$ cat config.mk
export PLATFORM = sky130hd
export DESIGN_NAME = ln_taylor_series_unit
export DESIGN_NICKNAME = d
export VERILOG_FILES = /design/src/lnts_pkg.sv /design/src/ln_taylor_series_unit.sv /design/src/lnts_seq.sv /design/src/lnts_dp.sv
export VERILOG_INCLUDE_DIRS = /design/src /design/src/src
export SDC_FILE = /design/constraint.sdc
export NUM_CORES = 2
export LEC_CHECK = 0
export BUFFER_PORTS_ARGS = -buffer_cell sky130_fd_sc_hd__buf_2
export CAP_MARGIN = 20
export CORE_MARGIN = 3
export CORE_UTILIZATION = 38
export DETAILED_ROUTE_END_ITERATION = 10
export HOLD_SLACK_MARGIN = 0.05
export PLACE_DENSITY = 0.56
export SYNTH_ARGS = -nofsm -noshare
export SYNTH_HDL_FRONTEND = slang
export SYNTH_SLANG_ARGS = --single-unit
$ cat constraint.sdc
create_clock -name clk -period 12 [get_ports clk]
set_input_delay 1.8 -clock clk [delete_from_list [all_inputs] [get_ports clk]]
set_output_delay 1.8 -clock clk [all_outputs]
set_load 0.005 [all_outputs]
$ cat src/ln_taylor_series_unit_defines.svh
// ----------------------------------------------------------------------------
// ln_taylor_series_unit_defines.svh
// Assertion macros shared by the natural log series unit.
// ----------------------------------------------------------------------------
`ifndef LN_TAYLOR_SERIES_UNIT_DEFINES_SVH
`define LN_TAYLOR_SERIES_UNIT_DEFINES_SVH

// Same-cycle implication, checked on every rising edge outside reset.
`define LNTS_ASSERT_NOW(lbl, ante, cons, msg) \
  lbl: assert property (@(posedge clk) disable iff (!rst_n) (ante) |-> (cons)) \
    else $error(msg);

// Next-cycle implication, checked on every rising edge outside reset.
`define LNTS_ASSERT_NEXT(lbl, ante, cons, msg) \
  lbl: assert property (@(posedge clk) disable iff (!rst_n) (ante) |=> (cons)) \
    else $error(msg);

`endif

$ cat src/lnts_pkg.sv
// ----------------------------------------------------------------------------
// lnts_pkg
// Types, microcode codes and fixed-point constants for the log series unit.
// ----------------------------------------------------------------------------
`timescale 1ns / 1ps

package lnts_pkg;

  // Fixed-point format of the argument and the result.
  localparam int FRAC_BITS = 28;
  localparam int PROD_SH_W = 64 - FRAC_BITS;

  localparam logic [27:0] TOL_RESET = 28'd268;
  localparam logic signed [32:0] ONE_Q = 33'sd1 <<< FRAC_BITS;
  localparam logic [31:0] S32_MAX = 32'h7FFF_FFFF;
  localparam logic [31:0] S32_MIN = 32'h8000_0000;
  localparam logic [PROD_SH_W-1:0] POS_LIM = PROD_SH_W'(32'h7FFF_FFFF);
  localparam logic [PROD_SH_W-1:0] NEG_LIM = PROD_SH_W'(32'h8000_0000);

  typedef logic [3:0] op_t;
  typedef logic [2:0] cond_t;
  typedef logic [3:0] step_t;

  // Datapath operations.
  localparam op_t OP_NOP      = 4'd0;
  localparam op_t OP_ACCEPT   = 4'd1;
  localparam op_t OP_ADD      = 4'd2;
  localparam op_t OP_POWER    = 4'd3;
  localparam op_t OP_DIV_INIT = 4'd4;
  localparam op_t OP_DIV_STEP = 4'd5;
  localparam op_t OP_LIMIT    = 4'd6;
  localparam op_t OP_FINISH   = 4'd7;

  // Jump conditions.
  localparam cond_t C_NEXT       = 3'd0;
  localparam cond_t C_ALWAYS     = 3'd1;
  localparam cond_t C_NO_INPUT   = 3'd2;
  localparam cond_t C_TERM_SMALL = 3'd3;
  localparam cond_t C_AT_CAP     = 3'd4;
  localparam cond_t C_DIV_MORE   = 3'd5;
  localparam cond_t C_OUT_BUSY   = 3'd6;

  // Program addresses.
  localparam step_t ST_ACCEPT   = 4'd0;
  localparam step_t ST_TEST_TOL = 4'd1;
  localparam step_t ST_TEST_CAP = 4'd2;
  localparam step_t ST_ADD      = 4'd3;
  localparam step_t ST_POWER    = 4'd4;
  localparam step_t ST_DIV_INIT = 4'd5;
  localparam step_t ST_DIV_STEP = 4'd6;
  localparam step_t ST_LOOP     = 4'd7;
  localparam step_t ST_LIMIT    = 4'd8;
  localparam step_t ST_FINISH   = 4'd9;
  localparam step_t ST_RETURN   = 4'd10;

  // One control word of the microprogram.
  typedef struct packed {
    op_t   op;
    cond_t cond;
    step_t target;
  } ctrl_t;

  // Condition flags from the datapath to the sequencer.
  typedef struct packed {
    logic term_small;
    logic at_cap;
    logic div_more;
    logic out_busy;
  } stat_t;

  // Magnitude of a 32-bit two's complement value; the most negative value
  // maps to 2^31.
  function automatic logic [31:0] magn32(input logic [31:0] v);
    return v[31] ? (~v + 32'd1) : v;
  endfunction

endpackage

$ cat src/ln_taylor_series_unit.sv
// ----------------------------------------------------------------------------
// ln_taylor_series_unit
// Natural logarithm by the Mercator series, run by a microprogram.
// ----------------------------------------------------------------------------
//
//   channel  direction  handshake            payload
//   in       input      in_valid/in_ready    in_x_value (Q3.28)
//   out      output     out_valid/out_ready  out_ln_value, out_terms_used,
//                                            out_limit_reached, out_saturated
//   cfg      input      cfg_valid/cfg_ready  cfg_tolerance (Q0.28)
//
// Each term runs the tolerance and cap tests, add, power update, divider
// setup and the one-bit-per-cycle divider that forms power / n; the term
// cap ends the loop through an extra limit step. in_ready is high only at
// the accept step. A waiting result does not block the next accept; the
// finish step stalls until the previous result beat is taken.
// Synchronous active-low reset sets the tolerance to 268 and clears valid.
// ----------------------------------------------------------------------------
`timescale 1ns / 1ps
`include "ln_taylor_series_unit_defines.svh"

module ln_taylor_series_unit #(
  parameter int MAX_TERMS = 64
) (
  input  logic               clk,
  input  logic               rst_n,
  input  logic               in_valid,
  output logic               in_ready,
  input  logic signed [31:0] in_x_value,
  output logic               out_valid,
  input  logic               out_ready,
  output logic signed [31:0] out_ln_value,
  output logic [6:0]         out_terms_used,
  output logic               out_limit_reached,
  output logic               out_saturated,
  input  logic               cfg_valid,
  output logic               cfg_ready,
  input  logic [27:0]        cfg_tolerance
);
  import lnts_pkg::*;

  ctrl_t ctrl;
  stat_t stat;

  assign cfg_ready = 1'b1;

  // Sequencer.
  lnts_seq u_seq (
    .clk      (clk),
    .rst_n    (rst_n),
    .in_valid (in_valid),
    .stat     (stat),
    .ctrl     (ctrl),
    .in_ready (in_ready)
  );

  // Datapath.
  lnts_dp #(
    .MAX_TERMS (MAX_TERMS)
  ) u_dp (
    .clk               (clk),
    .rst_n             (rst_n),
    .ctrl              (ctrl),
    .in_valid          (in_valid),
    .in_x_value        (in_x_value),
    .cfg_valid         (cfg_valid),
    .cfg_tolerance     (cfg_tolerance),
    .out_ready         (out_ready),
    .stat              (stat),
    .out_valid         (out_valid),
    .out_ln_value      (out_ln_value),
    .out_terms_used    (out_terms_used),
    .out_limit_reached (out_limit_reached),
    .out_saturated     (out_saturated)
  );

  // A term is never added once the count has reached the cap.
  `LNTS_ASSERT_NOW(a_no_add_at_cap, ctrl.op == OP_ADD, !stat.at_cap, "term added at cap")

  // The cap flag only comes with a full count of terms.
  `LNTS_ASSERT_NOW(a_limit_count, out_valid && out_limit_reached,
    out_terms_used == 7'(MAX_TERMS), "limit flag without full term count")

  // After an accepted beat the sequencer leaves the accept step.
  `LNTS_ASSERT_NEXT(a_busy_after_accept, in_valid && in_ready, !in_ready,
    "input ready right after an accepted beat")

endmodule

$ cat src/lnts_seq.sv
// ----------------------------------------------------------------------------
// lnts_seq
// Microprogram sequencer: step counter, control store and jump logic.
// ----------------------------------------------------------------------------
`timescale 1ns / 1ps

module lnts_seq (
  input  logic            clk,
  input  logic            rst_n,
  input  logic            in_valid,
  input  lnts_pkg::stat_t stat,
  output lnts_pkg::ctrl_t ctrl,
  output logic            in_ready
);
  import lnts_pkg::*;

  step_t pc_r;
  step_t pc_nxt;
  ctrl_t word;
  logic  take;

  // Control store: one word per program step.
  function automatic ctrl_t rom_word(input step_t a);
    ctrl_t w;
    case (a)
      ST_ACCEPT:   w = '{op: OP_ACCEPT,   cond: C_NO_INPUT,   target: ST_ACCEPT};
      ST_TEST_TOL: w = '{op: OP_NOP,      cond: C_TERM_SMALL, target: ST_FINISH};
      ST_TEST_CAP: w = '{op: OP_NOP,      cond: C_AT_CAP,     target: ST_LIMIT};
      ST_ADD:      w = '{op: OP_ADD,      cond: C_NEXT,       target: ST_ACCEPT};
      ST_POWER:    w = '{op: OP_POWER,    cond: C_NEXT,       target: ST_ACCEPT};
      ST_DIV_INIT: w = '{op: OP_DIV_INIT, cond: C_NEXT,       target: ST_ACCEPT};
      ST_DIV_STEP: w = '{op: OP_DIV_STEP, cond: C_DIV_MORE,   target: ST_DIV_STEP};
      ST_LOOP:     w = '{op: OP_NOP,      cond: C_ALWAYS,     target: ST_TEST_TOL};
      ST_LIMIT:    w = '{op: OP_LIMIT,    cond: C_NEXT,       target: ST_ACCEPT};
      ST_FINISH:   w = '{op: OP_FINISH,   cond: C_OUT_BUSY,   target: ST_FINISH};
      ST_RETURN:   w = '{op: OP_NOP,      cond: C_ALWAYS,     target: ST_ACCEPT};
      default:     w = '{op: OP_NOP,      cond: C_ALWAYS,     target: ST_ACCEPT};
    endcase
    return w;
  endfunction

  assign word     = rom_word(pc_r);
  assign ctrl     = word;
  assign in_ready = (word.op == OP_ACCEPT);

  // Evaluate the jump condition of the current word.
  always_comb begin
    case (word.cond)
      C_NEXT:       take = 1'b0;
      C_ALWAYS:     take = 1'b1;
      C_NO_INPUT:   take = !in_valid;
      C_TERM_SMALL: take = stat.term_small;
      C_AT_CAP:     take = stat.at_cap;
      C_DIV_MORE:   take = stat.div_more;
      C_OUT_BUSY:   take = stat.out_busy;
      default:      take = 1'b0;
    endcase
    pc_nxt = take ? word.target : pc_r + step_t'(1);
  end

  // Step counter.
  always_ff @(posedge clk) begin
    if (!rst_n) begin
      pc_r <= ST_ACCEPT;
    end else begin
      pc_r <= pc_nxt;
    end
  end

endmodule

$ cat src/lnts_dp.sv
// ----------------------------------------------------------------------------
// lnts_dp
// Series datapath: argument setup, power multiply, serial divide by the term
// index, wide accumulator and the result register.
// ----------------------------------------------------------------------------
`timescale 1ns / 1ps

module lnts_dp #(
  parameter int MAX_TERMS = 64
) (
  input  logic               clk,
  input  logic               rst_n,
  input  lnts_pkg::ctrl_t    ctrl,
  input  logic               in_valid,
  input  logic signed [31:0] in_x_value,
  input  logic               cfg_valid,
  input  logic [27:0]        cfg_tolerance,
  input  logic               out_ready,
  output lnts_pkg::stat_t    stat,
  output logic               out_valid,
  output logic signed [31:0] out_ln_value,
  output logic [6:0]         out_terms_used,
  output logic               out_limit_reached,
  output logic               out_saturated
);
  import lnts_pkg::*;

  localparam int CW = $clog2(MAX_TERMS + 1);
  localparam int NW = $clog2(MAX_TERMS + 2);
  localparam int SW = 32 + CW + 1;

  logic [27:0]          tol_r;
  logic                 out_valid_r;
  logic [31:0]          u_r;
  logic [31:0]          power_r;
  logic [31:0]          term_mag_r;
  logic                 term_neg_r;
  logic signed [SW-1:0] sum_r;
  logic [CW-1:0]        count_r;
  logic [63:0]          prod_r;
  logic [31:0]          quo_r;
  logic [NW-1:0]        rem_r;
  logic [4:0]           div_cnt_r;
  logic                 sat_r;
  logic                 limit_r;
  logic [31:0]          ln_r;
  logic [6:0]           terms_r;
  logic                 lim_out_r;
  logic                 sat_out_r;

  logic                 accept;
  logic                 finish;
  logic [32:0]          u_wide;
  logic                 u_ovf;
  logic [31:0]          u_clip;
  logic [PROD_SH_W-1:0] p_mag;
  logic                 p_neg;
  logic [31:0]          power_nxt;
  logic                 power_clip;
  logic [NW-1:0]        divisor;
  logic [NW:0]          shifted;
  logic                 ge;
  logic [NW-1:0]        rem_nxt;
  logic [31:0]          quo_nxt;
  logic signed [SW-1:0] term_ext;
  logic                 sum_fits;
  logic [31:0]          ln_nxt;

  assign accept = (ctrl.op == OP_ACCEPT) && in_valid;
  assign finish = (ctrl.op == OP_FINISH) && !stat.out_busy;

  // Condition flags for the sequencer.
  assign stat.term_small = (term_mag_r <= {4'b0, tol_r});
  assign stat.at_cap     = (count_r >= CW'(MAX_TERMS));
  assign stat.div_more   = (div_cnt_r != 5'd31);
  assign stat.out_busy   = out_valid_r && !out_ready;

  // u = x - 1, clipped to 32 bits; only the low side can overflow.
  assign u_wide = {in_x_value[31], in_x_value} - ONE_Q;
  assign u_ovf  = u_wide[32] != u_wide[31];
  assign u_clip = u_ovf ? S32_MIN : u_wide[31:0];

  // Next power is -(power * u), rounded toward zero and clipped.
  assign p_mag = prod_r[63:FRAC_BITS];
  assign p_neg = (power_r[31] == u_r[31]);
  always_comb begin
    power_clip = 1'b0;
    if (p_neg) begin
      if (p_mag > NEG_LIM) begin
        power_nxt  = S32_MIN;
        power_clip = 1'b1;
      end else begin
        power_nxt = ~p_mag[31:0] + 32'd1;
      end
    end else begin
      if (p_mag > POS_LIM) begin
        power_nxt  = S32_MAX;
        power_clip = 1'b1;
      end else begin
        power_nxt = p_mag[31:0];
      end
    end
  end

  // One restoring division step by the term index n = count + 1.
  assign divisor = NW'(count_r) + NW'(1);
  assign shifted = {rem_r, quo_r[31]};
  assign ge      = shifted >= {1'b0, divisor};
  assign rem_nxt = ge ? NW'(shifted - {1'b0, divisor}) : shifted[NW-1:0];
  assign quo_nxt = {quo_r[30:0], ge};

  // Signed term for the accumulator.
  assign term_ext = term_neg_r ? -SW'({1'b0, term_mag_r}) : SW'({1'b0, term_mag_r});

  // Final clip of the sum to 32 bits.
  assign sum_fits = (sum_r[SW-1:31] == '0) || (sum_r[SW-1:31] == '1);
  assign ln_nxt   = sum_fits ? sum_r[31:0] : (sum_r[SW-1] ? S32_MIN : S32_MAX);

  // Control registers: tolerance and result valid.
  always_ff @(posedge clk) begin
    if (!rst_n) begin
      tol_r       <= TOL_RESET;
      out_valid_r <= 1'b0;
    end else begin
      if (cfg_valid) begin
        tol_r <= cfg_tolerance;
      end
      if (finish) begin
        out_valid_r <= 1'b1;
      end else if (out_ready) begin
        out_valid_r <= 1'b0;
      end
    end
  end

  // Working registers, driven by the current control word.
  always_ff @(posedge clk) begin
    case (ctrl.op)
      OP_ACCEPT: begin
        if (accept) begin
          u_r        <= u_clip;
          power_r    <= u_clip;
          term_mag_r <= magn32(u_clip);
          term_neg_r <= u_clip[31];
          sum_r      <= '0;
          count_r    <= '0;
          sat_r      <= u_ovf;
          limit_r    <= 1'b0;
        end
      end
      OP_ADD: begin
        sum_r   <= sum_r + term_ext;
        count_r <= count_r + CW'(1);
        prod_r  <= magn32(power_r) * magn32(u_r);
      end
      OP_POWER: begin
        power_r <= power_nxt;
        sat_r   <= sat_r | power_clip;
      end
      OP_DIV_INIT: begin
        quo_r      <= magn32(power_r);
        rem_r      <= '0;
        div_cnt_r  <= '0;
        term_neg_r <= power_r[31];
      end
      OP_DIV_STEP: begin
        quo_r     <= quo_nxt;
        rem_r     <= rem_nxt;
        div_cnt_r <= div_cnt_r + 5'd1;
        if (!stat.div_more) begin
          term_mag_r <= quo_nxt;
        end
      end
      OP_LIMIT: begin
        limit_r <= 1'b1;
      end
      default: begin
      end
    endcase
  end

  // Result register.
  always_ff @(posedge clk) begin
    if (finish) begin
      ln_r      <= ln_nxt;
      terms_r   <= 7'(count_r);
      lim_out_r <= limit_r;
      sat_out_r <= sat_r | !sum_fits;
    end
  end

  assign out_valid         = out_valid_r;
  assign out_ln_value      = ln_r;
  assign out_terms_used    = terms_r;
  assign out_limit_reached = lim_out_r;
  assign out_saturated     = sat_out_r;

endmodule

Yosys cells after proc, flatten, opt, wreduce, memory -nomap -nowiden:

Memory sizes are Yosys's and may differ from the RTL's. A register that Yosys moved wholly into a read port is not among the register bits.
Cells that the tools add are included.

* add/sub/neg operators: 11
* $mul: 1
* $lt $le $gt $ge: 5
* equality and inequality tests: 19
* muxes and demuxes: 37
* bitwise operators: 6
* reductions and logical operators: 22

Operator list (number)
* 32-bit two-way mux: 12
* 32-bit one-hot mux with 2 select lines: 3
* 32-bit by 1-bit adder with 32-bit output, second input constant: 4
* 32-bit NOT: 4
* 40-bit two-way mux: 2
* 40-bit one-hot mux with 2 select lines: 1
* 32-bit by 32-bit multiplier with 64-bit output: 1
* 40-bit adder: 1
* 32-bit negator with 40-bit output: 1
* 36-bit by 31-bit > comparator with 1-bit output, second input constant: 1
* 36-bit by 32-bit > comparator with 1-bit output, second input constant: 1
* 32-bit by 30-bit subtractor with 33-bit output, second input constant: 1
* 32-bit by 28-bit less-or-equal comparator with 1-bit output: 1
* 7-bit one-hot mux with 2 select lines: 2
* 4-bit by 3-bit equality test with 1-bit output, second input constant: 4
* 7-bit two-way mux: 2
* 2-bit nonzero test: 7
* 5-bit one-hot mux with 2 select lines: 1
* 2-bit AND reduction: 5
* 3-bit equality test, second input constant: 3
* 9-bit equality test, second input constant: 1
* 9-bit zero test: 1
* 4-bit by 2-bit equality test with 1-bit output, second input constant: 2
* 8-bit by 7-bit >= comparator with 1-bit output: 1
* other kinds (22): 39

* bits in registers: 328
* ROM bits: 160
* bits of input ports: 65
* output and inout bits: 44
* word-level logic and storage cells: 121
* memories: 1

Memories
* (name not given): depth 16, width 10, rd ports 1, clocked after Yosys merged registers in 1, wr ports 0, RTL line lnts_seq.sv:25 `case (a)`

Logic depth before layout (Yosys ltp):

* word-level depth: 8
* mapped depth: 37

Modules after synthesis:

A second synthesis with hierarchy kept.

* cells, all modules: 5504
* area, all modules: 50463.4 sq um

Modules (own cells, without submodules)
* lnts_dp: instances 1, cells each 5425, area an instance 49725.2 sq um, seq. area each 8598.2 sq um
* lnts_seq: instances 1, cells each 77, area an instance 726.9 sq um, seq. area each 260.2 sq um
* ln_taylor_series_unit: instances 1, cells each 2, area an instance 11.3 sq um, seq. area each 0.0 sq um

Worst setup path after synthesis:

Ideal clock, no wire load.

* path type: register -> register
* from: reg u_dp.power_r[0]
* to: reg u_dp.prod_r[54], data pin
* setup time: 0.264 ns
* arrival time: 9.714 ns
* data required time: 11.736 ns
* path slack: 2.022 ns
* cell stages (with the launch flop): 36
* path buffers: 2
* clock period less this slack: 9.978 ns
* path through: edfxtp_1 > inv_1 > clkbuf_1 > ha_1 > nand3b_1 > or3_1 > or4_1 > or4_1 > o31a_1 > xor2_1 > clkbuf_1 > nand2_1 > fa_1 > inv_1 > fa_1 > fa_1 > inv_1 > fa_1 > inv_1 > fa_1 > fa_1 > fa_1 > inv_1 > fa_1 > inv_1 > ha_1 > a21o_1 > a21o_1 > a21oi_1 > nor3b_1 > a2111oi_0 > nor2_1 > a31oi_1 > o21ai_0 > a221oi_1 > xnor2_1

* cells in the longest elaborated chain, start to end: 4

RTL lines
* start: declaration: RTL line lnts_dp.sv:35 `logic [31:0] power_r;`
* start signal: assignment: RTL line lnts_dp.sv:142 `power_r <= u_clip;`
* start signal: assignment: RTL line lnts_dp.sv:157 `power_r <= power_nxt;`
* 32-bit NOT: RTL line lnts_pkg.sv:74 `return v[31] ? (~v + 32'd1) : v;`
* 32-bit by 1-bit adder with 32-bit output: RTL line lnts_pkg.sv:74
* 32-bit two-way mux *: RTL line lnts_pkg.sv:74
* 32-bit by 32-bit multiplier with 64-bit output *: RTL line lnts_dp.sv:154 `prod_r <= magn32(power_r) * magn32(u_r);`
* end signal: assignment: RTL line lnts_dp.sv:154
* end: declaration: RTL line lnts_dp.sv:40 `logic [63:0] prod_r;`

Mark *: on every way between the ends. The rest lies on a longest branch, timed or not.
A chain may end at the register's enable or synchronous reset.

Worst setup path after layout:

* from: reg u_dp.power_r[3]
* to: reg u_dp.prod_r[59], data pin

Same word-level chain as after synthesis.

==> impl_metrics.ini <==
[setup_path]
r2r-end = u_dp.prod_r[59]$_DFFE_PP_
path_max_fanout = 9
r2r_cells = 28
reg2reg_from = u_dp.power_r[3]$_DFFE_PP_
end_kind = flip-flop
crit_top_cell = fa_1
arrival_ns = 11.60
worstPathRequired_ns = 12.36
start_kind = flip-flop
cp_slowest_cell = o22ai_1
crit_start = u_dp.power_r[3]$_DFFE_PP_
cpPeakStageDelay_ns = 0.60
endpoint = u_dp.prod_r[59]$_DFFE_PP_
worstSetupPathType = flip-flop to flip-flop
r2r_slack_ns = 0.76

[layout]
seqCellArea_sq_um = 8860
layout_commonest_cell = inv_1
fin_nets = 6771
fin_cells = 7229
multiInputGateArea_sq_um = 36900
drive_gt1_share_pct = 7.73
fillerInstances = 12881
most-common-layout-cells = inv_1, fa_1, nor2_1, nand2_1, ha_1
area_delta_synth_final_pct = 9.53

[drt]
dr.pass1.iters = 6
drt-vias-per-instance = 5.35
vias = 38661
routedWlPerCell_um = 23.0
drtIter0Drc = 3082
ant_nets = 0
drc_errors = 0
drt_wl_total_um = 166000

[global_routing]
grt_pass1_vias = 40022
grt_max_degree = 61
grt_pass1_wl_um = 250000
gr-usage-all-layers_pct = 24.6
antenna_found_initial = 7
use_met3_pct = 4.09
top_usage_layer = met2
gr-usage-met2_pct = 39.8
grt.overflow.total = 0
use_met1_pct = 31.9

[synthesis]
yosysTopAreaCell = fa_1
synth.net_count = 6718
avgSynthCellArea_sq_um = 9.22
ys_seq_area_share_pct = 17.8
ys_ff_latch = 309
synth_area_sq_um = 49900
async_reset_ff_share_pct = 0
synth-edff-count = 267
netlist_instances = 5406
synth_flop_cell = edfxtp_1
synth_cell_types = 80
synth_top_area_share_pct = 36.0
synthTopCellsByArea = fa_1, edfxtp_1, ha_1
ys_warn_count = 0

[sta]
period_minus_slack_ns = 11.24
setup_ws_ns = 0.760
finalMaxSlewViolations = 0
worst_pin_slew_ns = 1.29
setup_viol = 0
hold_viol = 0
grt_setup_unrepaired = false
fmax_ghz = 0.0890
finClkSkew_ns = 0.0175
relSlewSlack_pct = 13.8
fin_crit_sh_pct = 93.7
setup_tns_ns = 0
hold_ws_ns = 0.463

[clock_network]
path_clk_slew_ns = 0.07
cts_resized = 0
clkLatencyLatePin_ns = 0.61
clkSinkCount = 309
htreeDepth = 1
cts_buffer_depth = 3
cts_tree = built
cts_buffers = 31
root_buffer = clkbuf_16
cts_hold_buf = 0
cts_setup_buffers = 0

[die]
die_h_um = 368
ioPinCount = 109
die_area_sq_um = 136000
start_util_pct = 38.4
die_w_um = 368
core-area_sq_um = 130000
rows = 132

[placement]
portBuffers = 107
preCtsSetupSlack_ns = 0.761
hpwl_um = 135000
place.gp.congestion = 0.957
dp_cells = 7166

[run_status]
status = completed

[worst_hold_path]
min_path_type = flip-flop to flip-flop

[flow_run]
maxCapViolCount = 0
[state kept, by name (all words and copies together), names as in the netlist, 4 cells and up]
name,cells
u_dp.sum_r,40
u_dp.prod_r,36
u_dp.out_ln_value,32
u_dp.power_r,32
u_dp.quo_r,32
u_dp.term_mag_r,32
u_dp.u_r,32
u_dp.tol_r,28
u_seq.ctrl,9
u_dp.count_r,7
u_dp.out_terms_used,7
u_dp.rem_r,7
u_dp.div_cnt_r,5
u_seq.pc_r,4
[Yosys cell counts, types with 38 or more instances]
master      n
ha_1      350
xnor2_1   155
o21ai_0   128
clkbuf_1  220
o31ai_1    39
a21o_1     97
fa_1      897
nand3_1    38
xor2_1     95
nor2b_1    57
nor2_1    735
a21oi_1   212
inv_1     987
edfxtp_1  267
nand2_1   578
dfxtp_1    42
[layout make-up]
cell class                 count  area share, %
sequential                   309           16.2
tap                         1742           3.99
multi-input combinational   3866           67.6
inverter                     987           6.78
antenna                        3         0.0137
clock inverter                20          0.470
clock buffer                  38           1.60
timing repair buffer         264           3.30
[worst min-delay path by stage]
stage	to	startpoint	slack (ns)	cells after the start
after CTS	u_dp.out_limit_reached$_DFFE_PP_	u_dp.limit_r$_DFFE_PP_	0.47	0
after detailed placement	u_dp.out_limit_reached$_DFFE_PP_	u_dp.limit_r$_DFFE_PP_	0.45	0
final	u_dp.out_limit_reached$_DFFE_PP_	u_dp.limit_r$_DFFE_PP_	0.46	0
after global placement	u_dp.out_limit_reached$_DFFE_PP_	u_dp.limit_r$_DFFE_PP_	0.41	0
after floorplan	u_dp.out_limit_reached$_DFFE_PP_	u_dp.limit_r$_DFFE_PP_	0.40	0
after global routing	u_dp.out_limit_reached$_DFFE_PP_	u_dp.limit_r$_DFFE_PP_	0.47	0
[worst max-delay path, delay by kind of cell, from the launching register on]
kind / cells / cell delay [ns]
fa+ha+maj: 9 / 4.36
simple gates: 9 / 2.98
compound gates: 6 / 2.28
buf+inv: 2 / 0.10
flops: 1 / 0.54
xor+xnor: 2 / 0.71
[through the flow]
| step | util, % | area [sq um] |
|---|---|---|
| floorplan | - | 49900 |
| global placement | 41.1 | 53300 |
| detailed placement | 41.2 | 53400 |
| CTS | 42.0 | 54600 |
| global route | 42.1 | 54600 |
| finish | 42.1 | 54600 |
[routing by layer]
metal | routed length [um] | part of all wire, %
met1 | 66200 | 40
met2 | 76400 | 46
met3 | 13300 | 8.0
met4 | 10500 | 6.3
met5 | 0 | 0
[cells by family (layout without fill, tap and decap cells)]
family | count (synthesis) | count (layout) | synth area share, %
AND/OR/NAND/NOR | 1671 | 1671 | 14.4
adder cells (fa/ha/maj) | 1247 | 1247 | 44.8
buffers and inverters | 1231 | 1309 | 9.34
AO/OA/AOI/OAI | 656 | 656 | 8.36
flip-flops | 309 | 309 | 17.8
XOR/XNOR | 254 | 254 | 4.52
multiplexers | 37 | 37 | 0.748
other | 1 | 4 | 0.00752
Power is not shown: default switching activity piles up to over one toggle a cycle in this logic, so the estimate is an artifact.
